--- config.mk ---
export PLATFORM = sky130hd
export DESIGN_NAME = pmbus_linear_format_converter_unit
export DESIGN_NICKNAME = d
export VERILOG_FILES = /design/src/plfc_pkg.sv /design/src/pmbus_linear_format_converter_unit.sv
export SDC_FILE = /design/constraint.sdc
export NUM_CORES = 1
export LEC_CHECK = 0
export BUFFER_PORTS_ARGS = -buffer_cell sky130_fd_sc_hd__buf_2
export CORE_AREA = 10 10 164 166
export CTS_BUF_LIST = sky130_fd_sc_hd__clkbuf_16
export DETAILED_ROUTE_END_ITERATION = 8
export DIE_AREA = 0 0 174 176
export GPL_ROUTABILITY_DRIVEN = 0
export PLACE_DENSITY = 0.74
export SLEW_MARGIN = 5
export SYNTH_ARGS = -nofsm -noshare
export SYNTH_HDL_FRONTEND = slang
export SYNTH_SLANG_ARGS = --single-unit
--- constraint.sdc ---
create_clock -name clock -period 7 [get_ports clock]
set_input_delay 1.4 -clock clock [delete_from_list [all_inputs] [get_ports clock]]
set_output_delay 1.4 -clock clock [all_outputs]
set_load 0.1 [all_outputs]
--- src/plfc_pkg.sv ---
// ----------------------------------------------------------------------------
// plfc_pkg
// types and codes shared by the pmbus linear format converter
// ----------------------------------------------------------------------------
package plfc_pkg;

   localparam int FRACTION_BITS = 16;
   localparam int VALUE_WIDTH   = 41;
   localparam int FIXED_WIDTH   = 48;
   localparam int WORD_WIDTH    = 16;
   localparam int EXP_WIDTH     = 5;
   localparam int MANT_WIDTH    = 11;
   localparam int SHIFT_WIDTH   = 5;
   localparam int BITLEN_WIDTH  = 6;
   localparam int CSR_ADDR_WIDTH = 3;
   localparam int CSR_DATA_WIDTH = 32;

   localparam logic [2:0] OP_DEC_LINEAR11      = 3'd0;
   localparam logic [2:0] OP_ENC_LINEAR11_INT  = 3'd1;
   localparam logic [2:0] OP_ENC_LINEAR11_FRAC = 3'd2;
   localparam logic [2:0] OP_DEC_ULINEAR16     = 3'd3;
   localparam logic [2:0] OP_ENC_ULINEAR16     = 3'd4;

   localparam logic [1:0] STATUS_OK        = 2'd0;
   localparam logic [1:0] STATUS_SATURATED = 2'd1;
   localparam logic [1:0] STATUS_ZERO      = 2'd2;

   localparam logic [EXP_WIDTH-1:0] VOUT_EXPONENT_RESET = 5'h17;
   localparam logic [0:0]           REG_VOUT_EXPONENT   = 1'b0;

   localparam logic [MANT_WIDTH-1:0] MANT_MAX = 11'h3FF;
   localparam logic [WORD_WIDTH-1:0] WORD_MAX = 16'hFFFF;

   typedef struct packed {
      logic [2:0]             op;
      logic [VALUE_WIDTH-1:0] value_in;
   } req_data_type;

   typedef struct packed {
      logic signed [FIXED_WIDTH-1:0] fixed_out;
      logic [WORD_WIDTH-1:0]         word_out;
      logic [1:0]                    status;
   } rsp_data_type;

endpackage

--- src/pmbus_linear_format_converter_unit.sv ---
// ----------------------------------------------------------------------------
// pmbus_linear_format_converter_unit
// converts between linear11 / ulinear16 words and 16-fraction-bit fixed point
//
//   channel   direction   handshake               payload
//   req       in          req_valid / req_stall   plfc_pkg::req_data_type
//   rsp       out         rsp_valid / rsp_stall   plfc_pkg::rsp_data_type
//   csr       in          apb write / read        vout_exponent at byte 0
//
// three register stages: leading-one search into the input register, shift
// amount and overflow, shift and format into the result register. a new
// request can enter every cycle unless all stages are full and rsp is
// stalled. each stage holds while the one after it is full and stalled, so
// nothing is dropped or repeated. synchronous reset clears the stage valid
// bits and sets vout_exponent to -9.
// ----------------------------------------------------------------------------
module pmbus_linear_format_converter_unit (
   input  logic                                   clock,
   input  logic                                   reset,
   input  logic                                   req_valid,
   output logic                                   req_stall,
   input  plfc_pkg::req_data_type                 req_data,
   output logic                                   rsp_valid,
   input  logic                                   rsp_stall,
   output plfc_pkg::rsp_data_type                 rsp_data,
   input  logic                                   csr_psel,
   input  logic                                   csr_penable,
   input  logic                                   csr_pwrite,
   input  logic [plfc_pkg::CSR_ADDR_WIDTH-1:0]    csr_paddr,
   input  logic [plfc_pkg::CSR_DATA_WIDTH-1:0]    csr_pwdata,
   output logic [plfc_pkg::CSR_DATA_WIDTH-1:0]    csr_prdata,
   output logic                                   csr_pready
);

   function automatic logic [plfc_pkg::BITLEN_WIDTH-1:0] bit_length(
      input logic [plfc_pkg::VALUE_WIDTH-1:0] v
   );
      logic [plfc_pkg::BITLEN_WIDTH-1:0] len;
      len = '0;
      for (int i = 0; i < plfc_pkg::VALUE_WIDTH; i++) begin
         if (v[i]) begin
            len = plfc_pkg::BITLEN_WIDTH'(i + 1);
         end
      end
      return len;
   endfunction

   logic [plfc_pkg::EXP_WIDTH-1:0] vout_exponent_ff;
   logic [plfc_pkg::EXP_WIDTH-1:0] vout_exponent_in;

   logic                               s1_valid_ff;
   logic [2:0]                         s1_op_ff;
   logic [plfc_pkg::VALUE_WIDTH-1:0]   s1_value_ff;
   logic [plfc_pkg::BITLEN_WIDTH-1:0]  s1_len_ff;
   logic [plfc_pkg::BITLEN_WIDTH-1:0]  s1_len_in;

   logic                               s2_valid_ff;
   logic [2:0]                         s2_op_ff;
   logic [plfc_pkg::VALUE_WIDTH-1:0]   s2_value_ff;
   logic [plfc_pkg::SHIFT_WIDTH-1:0]   s2_shift_ff;
   logic                               s2_ovf_ff;
   logic [plfc_pkg::SHIFT_WIDTH-1:0]   s2_shift_in;
   logic                               s2_ovf_in;

   logic                               rsp_valid_ff;
   plfc_pkg::rsp_data_type             rsp_data_ff;
   plfc_pkg::rsp_data_type             rsp_data_in;

   logic s1_ready, s2_ready, s3_ready;
   logic csr_write;

   logic [plfc_pkg::BITLEN_WIDTH-1:0]  s1_len_m10;
   logic [plfc_pkg::SHIFT_WIDTH-1:0]   vout_shift;

   logic [plfc_pkg::VALUE_WIDTH-1:0]   s2_rshift;
   logic [plfc_pkg::FIXED_WIDTH-1:0]   s2_mant_ext;
   logic [plfc_pkg::FIXED_WIDTH-1:0]   s2_word_ext;

   // handshake chain
   assign s3_ready  = !rsp_valid_ff || !rsp_stall;
   assign s2_ready  = !s2_valid_ff || s3_ready;
   assign s1_ready  = !s1_valid_ff || s2_ready;
   assign req_stall = !s1_ready;
   assign rsp_valid = rsp_valid_ff;
   assign rsp_data  = rsp_data_ff;

   // configuration port
   assign csr_pready = 1'b1;
   assign csr_write  = csr_psel && csr_penable && csr_pwrite && csr_pready &&
                       (csr_paddr[2] == plfc_pkg::REG_VOUT_EXPONENT);
   assign csr_prdata = (csr_paddr[2] == plfc_pkg::REG_VOUT_EXPONENT) ?
                       {{(plfc_pkg::CSR_DATA_WIDTH - plfc_pkg::EXP_WIDTH){1'b0}},
                        vout_exponent_ff} : '0;

   always_comb begin
      vout_exponent_in = vout_exponent_ff;
      if (csr_write) begin
         vout_exponent_in = csr_pwdata[plfc_pkg::EXP_WIDTH-1:0];
      end
   end

   always_ff @(posedge clock) begin
      if (reset) begin
         vout_exponent_ff <= plfc_pkg::VOUT_EXPONENT_RESET;
      end else begin
         vout_exponent_ff <= vout_exponent_in;
      end
   end

   // stage 1: capture and leading one
   assign s1_len_in = bit_length(req_data.value_in);

   always_ff @(posedge clock) begin
      if (reset) begin
         s1_valid_ff <= 1'b0;
      end else if (s1_ready) begin
         s1_valid_ff <= req_valid;
      end
   end

   always_ff @(posedge clock) begin
      if (s1_ready && req_valid) begin
         s1_op_ff    <= req_data.op;
         s1_value_ff <= req_data.value_in;
         s1_len_ff   <= s1_len_in;
      end
   end

   // stage 2: shift amount
   assign s1_len_m10 = s1_len_ff - plfc_pkg::BITLEN_WIDTH'(10);
   // exponent + fraction bits, modulo 32
   assign vout_shift = {~vout_exponent_ff[4], vout_exponent_ff[3:0]};

   always_comb begin
      s2_shift_in = '0;
      s2_ovf_in   = 1'b0;
      case (s1_op_ff)
         plfc_pkg::OP_DEC_LINEAR11: begin
            s2_shift_in = {~s1_value_ff[15], s1_value_ff[14:11]};
         end
         plfc_pkg::OP_ENC_LINEAR11_INT: begin
            if (s1_len_ff > plfc_pkg::BITLEN_WIDTH'(26)) begin
               s2_shift_in = s1_len_m10[plfc_pkg::SHIFT_WIDTH-1:0];
            end else begin
               s2_shift_in = plfc_pkg::SHIFT_WIDTH'(plfc_pkg::FRACTION_BITS);
            end
         end
         plfc_pkg::OP_ENC_LINEAR11_FRAC: begin
            if (s1_len_ff > plfc_pkg::BITLEN_WIDTH'(11)) begin
               s2_shift_in = s1_len_m10[plfc_pkg::SHIFT_WIDTH-1:0];
            end else begin
               s2_shift_in = plfc_pkg::SHIFT_WIDTH'(1);
            end
            s2_ovf_in = (s1_len_ff > plfc_pkg::BITLEN_WIDTH'(27));
         end
         plfc_pkg::OP_DEC_ULINEAR16: begin
            s2_shift_in = vout_shift;
         end
         plfc_pkg::OP_ENC_ULINEAR16: begin
            s2_shift_in = vout_shift;
         end
         default: begin
            s2_shift_in = '0;
         end
      endcase
   end

   always_ff @(posedge clock) begin
      if (reset) begin
         s2_valid_ff <= 1'b0;
      end else if (s2_ready) begin
         s2_valid_ff <= s1_valid_ff;
      end
   end

   always_ff @(posedge clock) begin
      if (s2_ready && s1_valid_ff) begin
         s2_op_ff    <= s1_op_ff;
         s2_value_ff <= s1_value_ff;
         s2_shift_ff <= s2_shift_in;
         s2_ovf_ff   <= s2_ovf_in;
      end
   end

   // stage 3: shift and format
   assign s2_rshift   = s2_value_ff >> s2_shift_ff;
   assign s2_mant_ext = {{(plfc_pkg::FIXED_WIDTH - plfc_pkg::MANT_WIDTH){s2_value_ff[10]}},
                         s2_value_ff[10:0]};
   assign s2_word_ext = {{(plfc_pkg::FIXED_WIDTH - plfc_pkg::WORD_WIDTH){1'b0}},
                         s2_value_ff[15:0]};

   always_comb begin
      rsp_data_in = '0;
      case (s2_op_ff)
         plfc_pkg::OP_DEC_LINEAR11: begin
            rsp_data_in.fixed_out = s2_mant_ext << s2_shift_ff;
         end
         plfc_pkg::OP_ENC_LINEAR11_INT: begin
            rsp_data_in.word_out = {1'b0, s2_shift_ff[3:0], s2_rshift[10:0]};
         end
         plfc_pkg::OP_ENC_LINEAR11_FRAC: begin
            if (s2_value_ff == '0) begin
               rsp_data_in.status = plfc_pkg::STATUS_ZERO;
            end else if (s2_ovf_ff) begin
               rsp_data_in.word_out = {5'd1, plfc_pkg::MANT_MAX};
               rsp_data_in.status   = plfc_pkg::STATUS_SATURATED;
            end else begin
               rsp_data_in.word_out = {~s2_shift_ff[4], s2_shift_ff[3:0], s2_rshift[10:0]};
            end
         end
         plfc_pkg::OP_DEC_ULINEAR16: begin
            rsp_data_in.fixed_out = s2_word_ext << s2_shift_ff;
         end
         plfc_pkg::OP_ENC_ULINEAR16: begin
            if (s2_rshift[plfc_pkg::VALUE_WIDTH-1:plfc_pkg::WORD_WIDTH] != '0) begin
               rsp_data_in.word_out = plfc_pkg::WORD_MAX;
               rsp_data_in.status   = plfc_pkg::STATUS_SATURATED;
            end else begin
               rsp_data_in.word_out = s2_rshift[plfc_pkg::WORD_WIDTH-1:0];
            end
         end
         default: begin
            rsp_data_in = '0;
         end
      endcase
   end

   always_ff @(posedge clock) begin
      if (reset) begin
         rsp_valid_ff <= 1'b0;
      end else if (s3_ready) begin
         rsp_valid_ff <= s2_valid_ff;
      end
   end

   always_ff @(posedge clock) begin
      if (s3_ready && s2_valid_ff) begin
         rsp_data_ff <= rsp_data_in;
      end
   end

`ifndef SYNTHESIS
   a_stall_only_when_full: assert property (@(posedge clock) disable iff (reset)
      req_stall |-> (s1_valid_ff && s2_valid_ff && rsp_valid_ff && rsp_stall))
      else $error("request stalled while pipeline has room");

   a_zero_gives_empty_word: assert property (@(posedge clock) disable iff (reset)
      (rsp_valid && rsp_data.status == plfc_pkg::STATUS_ZERO) |->
      (rsp_data.word_out == '0 && rsp_data.fixed_out == '0))
      else $error("zero-input status with nonzero result");

   a_saturation_value: assert property (@(posedge clock) disable iff (reset)
      (rsp_valid && rsp_data.status == plfc_pkg::STATUS_SATURATED) |->
      (rsp_data.word_out == plfc_pkg::WORD_MAX ||
       rsp_data.word_out[10:0] == plfc_pkg::MANT_MAX))
      else $error("saturated status without saturated word");
`endif

endmodule

==> results.toml <==
[setup_path]
crit_path_end_kind = "register"
crit_path_max_fanout = 48
timing.critical_path.buf_inv = 2
cp.arrival_ns = 4.30
crit_family = "compound AO/OA/AOI/OAI gates"
required_ns = 7.15
path_cells = "buf_4 > buf_4 > nor2_1 > o2bb2ai_1 > or3_1 > a211oi_2 > a41oi_1 > o31ai_4 > nand3_1"
start_kind = "register"
cpMostUsedCell = "buf_4"
cp_slowest_stage_delay_ns = 0.86
path_class = "register to register"
cp_slowest_cell = "edfxtp_1"

[yosys]
ys.flop_type = "edfxtp_1"
syn_area_mm2 = 0.01053
avgSynthCellArea_um2 = 11.12
syn_inst = 947
ys_ff_latch = 174
yosys-top-cells-area = "edfxtp_1 (47%), mux4_2 (9.8%), mux2i_1 (5.1%), nand2_1 (3.8%), nor2_1 (3.6%)"
synth_cell_type_count = 67
synth_area_leader_cell = "edfxtp_1"
synth-warning-count = 0
synth_edf_count = 166
yosysSeqAreaShare = 0.4885
synth_top_area_frac = 0.4733
synthArstFlopShare = 0

[route]
ant_nets = 0
wl_met3_mm = 1.849
drt_iter0_drc = 844
vias_per_cell = 5.822
dr.pass1.iters = 5
num_vias = 8046
met2WireLength_mm = 11.57
drc = 0
routed_wl_mm = 25.81
wl_per_cell_um = 18.68
highest_layer = "met4"
met1_length_mm = 11.53

[grt]
overflow = 0
grt_pass1_vias = 7772
grt_max_degree = 80
antenna_found_initial = 0
grt_use_total = 0.1630
grt_first_pass_wirelength_mm = 40.84

[power]
powerDensity_mw_per_mm2 = 234.3
power_mw = 2.783
power_leakage_nw = 4.467
ir_drop_mv = 0.1086

[min_path]
min_path_type = "register to register"

[placed_design]
portBuffers = 129
place_area_mm2 = 0.01129
dp_hpwl_mm = 18.84
pre_cts_slack_ns = 2.908
placed_cells = 1350

[clocking]
ctsResizeCount = 0
cts_root_buf = "clkbuf_16"
clk_latency_ns = 0.45
cts_buffer_depth = 2
clkTransAtPathRegs_ns = 0.07
cts_setup_buffers = 0
cts_inserted_buffers = 17
cts_num_sinks = 174
htree_levels = 4
hold_buffers = 0
cts_tree = "done"

[die]
die_w_um = 174
num_rows = 57
die_h_um = 176
fp.dieArea_mm2 = 0.03062
top_level_ports = 187
core-area_mm2 = 0.02382
start_util = 0.4422

[timing]
fmaxAchievable_mhz = 241.0
setup_viol = 0
rsz0062_at_grt = "false"
fin_crit_sh = 0.5928
slew_viol_final = 0
worstMarginPinSlew_ns = 0.9233
finClkSkew_ns = 0.009616
hold_violations = 0
finalWorstSetupSlack_ns = 2.850
relSlewSlack = 0.3838
tns_ns = 0
period_needed_ns = 4.150

[finish]
drive_above_1_share = 0.2306
diodes = 0
synthToLayoutAreaGrowth_pct = 12.75
design_area_mm2 = 0.01188
layout.nets = 1132
fin_cells = 1382
nFillCells = 2135

[flow_run]
drv_cap = 0

[run_status]
outcome = "finished, final reports clean"
==> final timing paths <==
check                        from              end  slack (ns)  cells past startpoint
setup reg to reg   s2_shift_ff[1]      rsp_data[5]        2.85                      9
hold / removal    s1_value_ff[33]  s2_value_ff[33]        0.41                      0
hold reg to reg   s1_value_ff[33]  s2_value_ff[33]        0.41                      0
setup / recovery   s2_shift_ff[1]      rsp_data[5]        2.85                      9
==> final cells by class <==
cell class                      instances  area (um2)  area share
Clock buffer                           17       425.4     0.03582
Multi-Input combinational cell        683        4897      0.4124
Inverter                               27       101.3    0.008534
Clock inverter                         15       157.7     0.01328
Timing Repair Buffer                  142       743.2     0.06259
Sequential cell                       174        5145      0.4333
Tap cell                              324       405.4     0.03414
==> worst register-to-register path: cells and delay by family, from the launching register on <==
kind / cells / cell delay (ns)
AO/OA/AOI/OAI: 4 / 1.24
buffers and inverters: 2 / 0.94
flip-flops: 1 / 0.86
AND/OR/NAND/NOR: 3 / 0.82
==> routing by layer <==
layer	GRT usage	vias up
met5	0	-
met4	0.08051	0
met3	0.03460	58
met2	0.2458	410
met1	0.2201	3823
li1	-	3755
==> logic make-up (layout without fill, tap and decap cells) <==
kind of cell    Yosys count  count (layout)  synth area share
simple gates            327             327            0.1430
buf+inv                 116             201           0.05833
compound gates          203             203            0.1249
flops                   174             174            0.4885
fa+ha+maj                 1               1          0.001188
xor+xnor                  3               3          0.002495
other cells               2              28         0.0007130
mux                     121             121            0.1809
==> state kept, by name, summed over array words and instances, names as in the netlist, 3 cells and up <==
signal / flops
s2_shift_ff: 5
s1_value_ff: 41
rsp_data: 66
s1_len_ff: 6
s2_value_ff: 41
vout_exponent_ff: 5
s2_op_ff: 3
s1_op_ff: 3
==> synthesized netlist by cell type, types with 5 or more instances <==
| library cell | number |
|---|---|
| a211oi_1 | 16 |
| nor2_1 | 100 |
| o22ai_1 | 7 |
| buf_4 | 35 |
| a211o_1 | 6 |
| o21ai_0 | 46 |
| nand3_1 | 23 |
| mux2i_1 | 54 |
| dfxtp_1 | 8 |
| clkbuf_1 | 31 |
| nor3_1 | 24 |
| a31oi_1 | 7 |
| buf_1 | 5 |
| inv_1 | 26 |
| and3_1 | 5 |
| o211ai_1 | 16 |
| and2_1 | 12 |
| nand2b_1 | 5 |
| mux4_1 | 6 |
| o31ai_1 | 6 |
| edfxtp_1 | 166 |
| or3_1 | 7 |
| mux4_2 | 46 |
| nor4_1 | 14 |
| o22a_1 | 5 |
| buf_2 | 14 |
| nand2_1 | 106 |
| nor2b_1 | 11 |
| mux2_2 | 14 |
| a21oi_1 | 56 |
==> stage by stage <==
stage                     utilization  hold slack (ns)
final                          0.4985           0.4141
after global routing           0.4985           0.4135
after CTS                      0.4985           0.4139
after detailed placement       0.4741           0.4045
after global placement         0.4741           0.4026
after floorplan                     -           0.4003
==> placed cells by master, fill, tap and decap left out, types with 8 or more instances in the layout <==
| cell | instances |
|---|---|
| buf_2 | 129 |
| nand2_1 | 106 |
| buf_4 | 13 |
| edfxtp_1 | 166 |
| and2_1 | 12 |
| clkbuf_16 | 17 |
| a21oi_1 | 56 |
| o21ai_0 | 46 |
| nor3_1 | 24 |
| dfxtp_1 | 8 |
| mux4_2 | 46 |
| mux2i_1 | 54 |
| nor4_1 | 14 |
| o211ai_1 | 16 |
| inv_1 | 27 |
| mux2_2 | 14 |
| a211oi_1 | 16 |
| nor2b_1 | 9 |
| nor2_1 | 100 |
| nand3_1 | 23 |
| conb_1 | 28 |
==> power breakdown <==
group | switching [mW] | total, mW | internal [mW]
logic | 0.412 | 0.595 | 0.183
registers | 0.0484 | 1.25 | 1.21
clock network | 0.430 | 0.933 | 0.503
total | 0.890 | 2.78 | 1.89
No activity file was read; power rests on OpenSTA's default activity.
